$ cat src/sv/assert_macros.svh
// Assertion helpers shared by the RTL.
`ifndef ASSERT_MACROS_SVH
`define ASSERT_MACROS_SVH

// Implication checked at every clock edge outside reset.
`define ASSERT_IMPL(label, clk, rst, ante, cons) \
  label: assert property (@(posedge clk) disable iff (rst) (ante) |-> (cons)) \
    else $error("assertion failed");

// Next-cycle implication checked outside reset.
`define ASSERT_NEXT(label, clk, rst, ante, cons) \
  label: assert property (@(posedge clk) disable iff (rst) (ante) |=> (cons)) \
    else $error("assertion failed");

`endif

$ cat src/sv/flh_pkg.sv
package flh_pkg;

  localparam int TableEntriesDef = 1024;
  localparam int HistBinsDef     = 16;
  localparam int CountWidthDef   = 32;

  localparam int TimeW   = 64;
  localparam int FlowW   = 32;
  localparam int WidthW  = 40;
  localparam int DropW   = 8;
  localparam int ClampW  = 4;
  localparam int StatusW = 3;
  localparam int BinW    = 4;
  localparam int TotalW  = 32;
  localparam int CfgW    = 40;
  localparam int CfgIdxW = 2;

  localparam logic [WidthW-1:0] BinWidthRst = WidthW'(100000000);
  localparam logic [DropW-1:0]  DropRst     = DropW'(50);
  localparam logic [ClampW-1:0] ClampRst    = ClampW'(10);

  localparam logic [CfgIdxW-1:0] CfgBinWidth = 2'd0;
  localparam logic [CfgIdxW-1:0] CfgDrop     = 2'd1;
  localparam logic [CfgIdxW-1:0] CfgClamp    = 2'd2;

  localparam logic [StatusW-1:0] StStarted   = 3'd0;
  localparam logic [StatusW-1:0] StPresent   = 3'd1;
  localparam logic [StatusW-1:0] StFull      = 3'd2;
  localparam logic [StatusW-1:0] StUnmatched = 3'd3;
  localparam logic [StatusW-1:0] StRange     = 3'd4;
  localparam logic [StatusW-1:0] StCounted   = 3'd5;

  // Controller to datapath commands.
  typedef struct packed {
    logic load;       // capture the input beat
    logic scan_start; // reset scan pointer
    logic scan_step;  // advance scan pointer
    logic div_start;  // load divider
    logic div_step;   // one quotient bit
    logic write_slot; // write new entry
    logic free_slot;  // clear valid of matched entry
    logic hist_rd;    // read bin counter
    logic hist_wr;    // write back counter, capture result
    logic set_status; // capture a non-counted status
    logic [StatusW-1:0] status;
  } flh_cmd_t;

  // Datapath to controller status.
  typedef struct packed {
    logic clearing;   // valid bits still being cleared after reset
    logic op_end;
    logic scan_done;  // pointer past last entry, no read pending
    logic rd_ok;      // registered read data is valid for the compare
    logic match;
    logic have_free;
    logic div_done;
    logic out_range;
  } flh_stat_t;

endpackage

$ cat src/sv/flh_ctrl.sv
`include "assert_macros.svh"

module flh_ctrl import flh_pkg::*; (
  input  logic      clk,
  input  logic      rst,
  input  logic      in_valid,
  output logic      in_stall,
  output logic      out_valid,
  input  logic      out_stall,
  output flh_cmd_t  cmd,
  input  flh_stat_t stat
);

  typedef enum logic [2:0] {
    S_CLR, S_IDLE, S_SCAN, S_DIV, S_HRD, S_HWR, S_OUT
  } state_t;

  state_t state;

  assign in_stall = (state != S_IDLE);

  // Sequence one event at a time.
  always_ff @(posedge clk) begin
    if (rst) begin
      state     <= S_CLR;
      out_valid <= 1'b0;
    end else begin
      unique case (state)
        S_CLR: if (!stat.clearing) state <= S_IDLE;
        S_IDLE: if (in_valid) state <= S_SCAN;
        S_SCAN: begin
          if (stat.scan_done) begin
            if (!stat.op_end) begin
              state <= S_OUT;
              out_valid <= 1'b1;
            end else if (stat.match) begin
              state <= S_DIV;
            end else begin
              state <= S_OUT;
              out_valid <= 1'b1;
            end
          end
        end
        S_DIV: begin
          if (stat.div_done) begin
            if (stat.out_range) begin
              state <= S_OUT;
              out_valid <= 1'b1;
            end else begin
              state <= S_HRD;
            end
          end
        end
        S_HRD: state <= S_HWR;
        S_HWR: begin
          state <= S_OUT;
          out_valid <= 1'b1;
        end
        S_OUT: begin
          if (!out_stall) begin
            state <= S_IDLE;
            out_valid <= 1'b0;
          end
        end
        default: state <= S_IDLE;
      endcase
    end
  end

  // Decode commands from state and status.
  always_comb begin
    cmd = '0;
    unique case (state)
      S_CLR: ;
      S_IDLE: begin
        cmd.load       = in_valid;
        cmd.scan_start = in_valid;
      end
      S_SCAN: begin
        cmd.scan_step = !stat.scan_done;
        if (stat.scan_done) begin
          cmd.set_status = !(stat.op_end && stat.match);
          if (!stat.op_end) begin
            if (stat.match) begin
              cmd.status = StPresent;
            end else if (stat.have_free) begin
              cmd.status     = StStarted;
              cmd.write_slot = 1'b1;
            end else begin
              cmd.status = StFull;
            end
          end else begin
            cmd.status    = StUnmatched;
            cmd.div_start = stat.match;
          end
        end
      end
      S_DIV: begin
        cmd.div_step = !stat.div_done;
        if (stat.div_done && stat.out_range) begin
          cmd.set_status = 1'b1;
          cmd.status     = StRange;
        end
      end
      S_HRD: cmd.hist_rd = 1'b1;
      S_HWR: begin
        cmd.hist_wr   = 1'b1;
        cmd.free_slot = 1'b1;
      end
      S_OUT: ;
      default: ;
    endcase
  end

  `ASSERT_IMPL(a_out_only_in_out, clk, rst, out_valid, state == S_OUT)
  `ASSERT_NEXT(a_out_holds, clk, rst, out_valid && out_stall, out_valid)

endmodule

$ cat config.mk
export PLATFORM = sky130hd
export DESIGN_NAME = flh_ctrl
export DESIGN_NICKNAME = d
export VERILOG_FILES = /design/src/sv/flh_pkg.sv /design/src/sv/flh_ctrl.sv
export VERILOG_INCLUDE_DIRS = /design/src /design/src/sv
export SDC_FILE = /design/constraint.sdc
export NUM_CORES = 1
export LEC_CHECK = 0
export BUFFER_PORTS_ARGS = -buffer_cell sky130_fd_sc_hd__buf_2
export CAP_MARGIN = 20
export CORE_AREA = 4 4 41 43
export DETAILED_ROUTE_END_ITERATION = 8
export DIE_AREA = 0 0 45 47
export PLACE_DENSITY = 0.71
export SETUP_SLACK_MARGIN = 0.4
export SYNTH_ARGS = -nofsm -noshare
export SYNTH_HDL_FRONTEND = slang
export SYNTH_SLANG_ARGS = --single-unit
$ cat constraint.sdc
create_clock -name clk -period 3.1 [get_ports clk]
set_input_delay 0.62 -clock clk [delete_from_list [all_inputs] [get_ports clk]]
set_output_delay 0.62 -clock clk [all_outputs]
set_load 0.01 [all_outputs]
==> impl_metrics.json <==
{
  "dp_hpwl_um": 945,
  "cts_tree": "built",
  "rsz0062_at_grt": "no",
  "area_growth_pct": 25.9,
  "grt_usage": 0.129,
  "grt_overflow": 0,
  "fin_ws_ns": 0.727,
  "synth_warnings": 0,
  "p_int_uw": 232,
  "finalNetCount": 108,
  "ios": 27,
  "clk_pin_slew_ns": 0.04,
  "cts.sink_count": 4,
  "dp_slack_ns": 0.968,
  "synth_cells": 72,
  "status": "completed",
  "grt_pass1_wl_mm": 1.80,
  "die_width_um": 45,
  "synth_area_per_cell_um2": 6.57,
  "ir_drop_uv": 411,
  "yosysSeqAreaShare": 0.169,
  "synth_flop_cell": "dfxtp_1",
  "synth.area.top_cells": "dfxtp_1, nor2_1, nand2_1",
  "fin_skew_ns": 0.00209,
  "yosysMostFrequentCell": "nor2_1",
  "path_buf_inv": 2,
  "io_buffers": 25,
  "async_flop_share": 0,
  "synth_area_um2": 473,
  "drt_iter0_markers": 4,
  "synth_enable_flop_cells": 0,
  "cts_setup_buffers": 0,
  "netlist.area_leader.share": 0.169,
  "power_frac_comb": 0.540,
  "dp.cells": 106,
  "numCtsBuffers": 3,
  "hp-class": "flop to flop",
  "dr_total_vias": 583,
  "wl_mm": 1.22,
  "setup_viol": 0,
  "p_switching_uw": 200,
  "rows": 13,
  "fin_hold_ws_ns": 0.453,
  "antenna_found_initial": 0,
  "power_switching_share": 0.463,
  "max_stage_delay_ns": 0.63,
  "max-clock-path-buffers": 2,
  "p_leak_uw": 0.000288,
  "grt_max_degree": 18,
  "fmax_mhz": 421,
  "power_density_nw_per_um2": 725,
  "synth-seq-cells": 4,
  "die_area_um2": 2120,
  "synth_common_cells": "nor2_1, nand2_1, a21oi_1, dfxtp_1",
  "synth_fp_nets": 84,
  "critPathLaunchType": "flop",
  "cap_violations": 0,
  "post-route-drc-count": 0,
  "htree_levels": 1,
  "slew_headroom": 0.661,
  "netlist.top_cell.by_area": "dfxtp_1",
  "final_cells": 109,
  "wl_per_cell_um": 11.2,
  "crit_arrival_ns": 1.75,
  "crit_type": "flop to output pin",
  "finalHoldViolCount": 0,
  "crit_chain": "inv_1 > or3_1 > nor2_1 > buf_2",
  "critPathRequiredTime_ns": 2.48,
  "fin_tns_setup_ns": 0,
  "ant_nets": 0,
  "cts_root_buffer": "clkbuf_4",
  "viasPerCell": 5.35,
  "clkPwrFrac": 0.155,
  "drive_gt1_frac": 0.330,
  "min_period_over_period": 0.766,
  "cpMaxStageDelayCell": "dfxtp_1",
  "r2r_slack_ns": 1.62,
  "ys_types": 28,
  "crit_fanout": 17,
  "worst_setup_path_end_kind": "output pin",
  "worst_pin_slew_ns": 0.508,
  "die_y_um": 47,
  "diodes": 0,
  "drtPass1Iterations": 4,
  "clock_latency_ns": 0.25,
  "drv_slew": 0,
  "cts-resized-gates": 0,
  "initial_core_util": 0.363,
  "crit_family": "flip-flops",
  "grt_pass1_vias": 457,
  "gp_congestion": 0.772,
  "cts_hold_buf": 0,
  "core-area_um2": 1300,
  "power_frac_seq": 0.305,
  "period_needed_ns": 2.37
}
[worst paths after layout]
path	from	end	cells after the start
worst max-delay path	state[0]	cmd[11]	4
worst min-delay path	out_valid	out_valid	1
worst max register to register	state[0]	out_valid	4
worst min register to register	out_valid	out_valid	1
[cell type report]
class / count / area, µm²
repair buffers: 25 / 125
flip-flops and latches: 4 / 80.1
multi-input cells: 59 / 338
clock buffers: 3 / 22.5
well taps: 15 / 18.8
fillers: 168 / 706
inverters: 3 / 11.3
[power by group through the flow]
stage	Combinational, µW	Clock, µW	Sequential (µW)
6_report	233	66.9	132
4_1_cts	236	72.0	131
3_3_place_gp	232	0	131
3_5_place_dp	235	0	132
2_1_floorplan	228	0	90.7
5_1_grt	259	76.5	137
[kinds of logic (layout without fill, tap and decap cells)]
kind of cell	after synthesis	after routing	share of synthesized area
multiplexers	2	2	0.0423
AO/OA/AOI/OAI	17	17	0.249
AND/OR/NAND/NOR	40	40	0.423
buffers and inverters	9	31	0.116
flip-flops	4	4	0.169
[through the flow]
stage,util,power (µW),area (µm²)
after floorplan,-,319,473
after CTS,0.458,439,596
after global routing,0.458,472,596
after global placement,0.440,363,573
after detailed placement,0.440,368,573
final,0.458,432,596
[layout by cell type (no fill, tap or decap), drive strengths merged, types with 2 or more instances in the layout]
cell    instances
nand2           8
buf            25
a211oi          2
dfxtp           4
and2b           2
mux2i           2
nor2b           2
o21a            2
nand3           2
o21ai           2
nor2           15
inv             3
a21oi           4
nor3b           2
nand2b          3
clkbuf          3
a311oi          2
a31oi           2
nor3            4
[layer usage]
| layer | vias to the layer above | wire, µm | global-route usage |
|---|---|---|---|
| met5 | - | 0 | 0 |
| met3 | 4 | 122 | 0.0575 |
| li1 | 294 | - | - |
| met4 | 0 | 60 | 0.140 |
| met2 | 22 | 522 | 0.192 |
| met1 | 263 | 518 | 0.128 |
[state kept, by name (all words and copies together) (netlist names)]
| name | cells |
|---|---|
| out_valid | 1 |
| state | 3 |
[worst register-to-register path, stage by stage (launching register included)]
cell     delay, ns
dfxtp_1       0.63
nor2b_1       0.13
o21a_1        0.13
o32a_1        0.32
o21a_1        0.16
(Power assumes the default switching activity.)
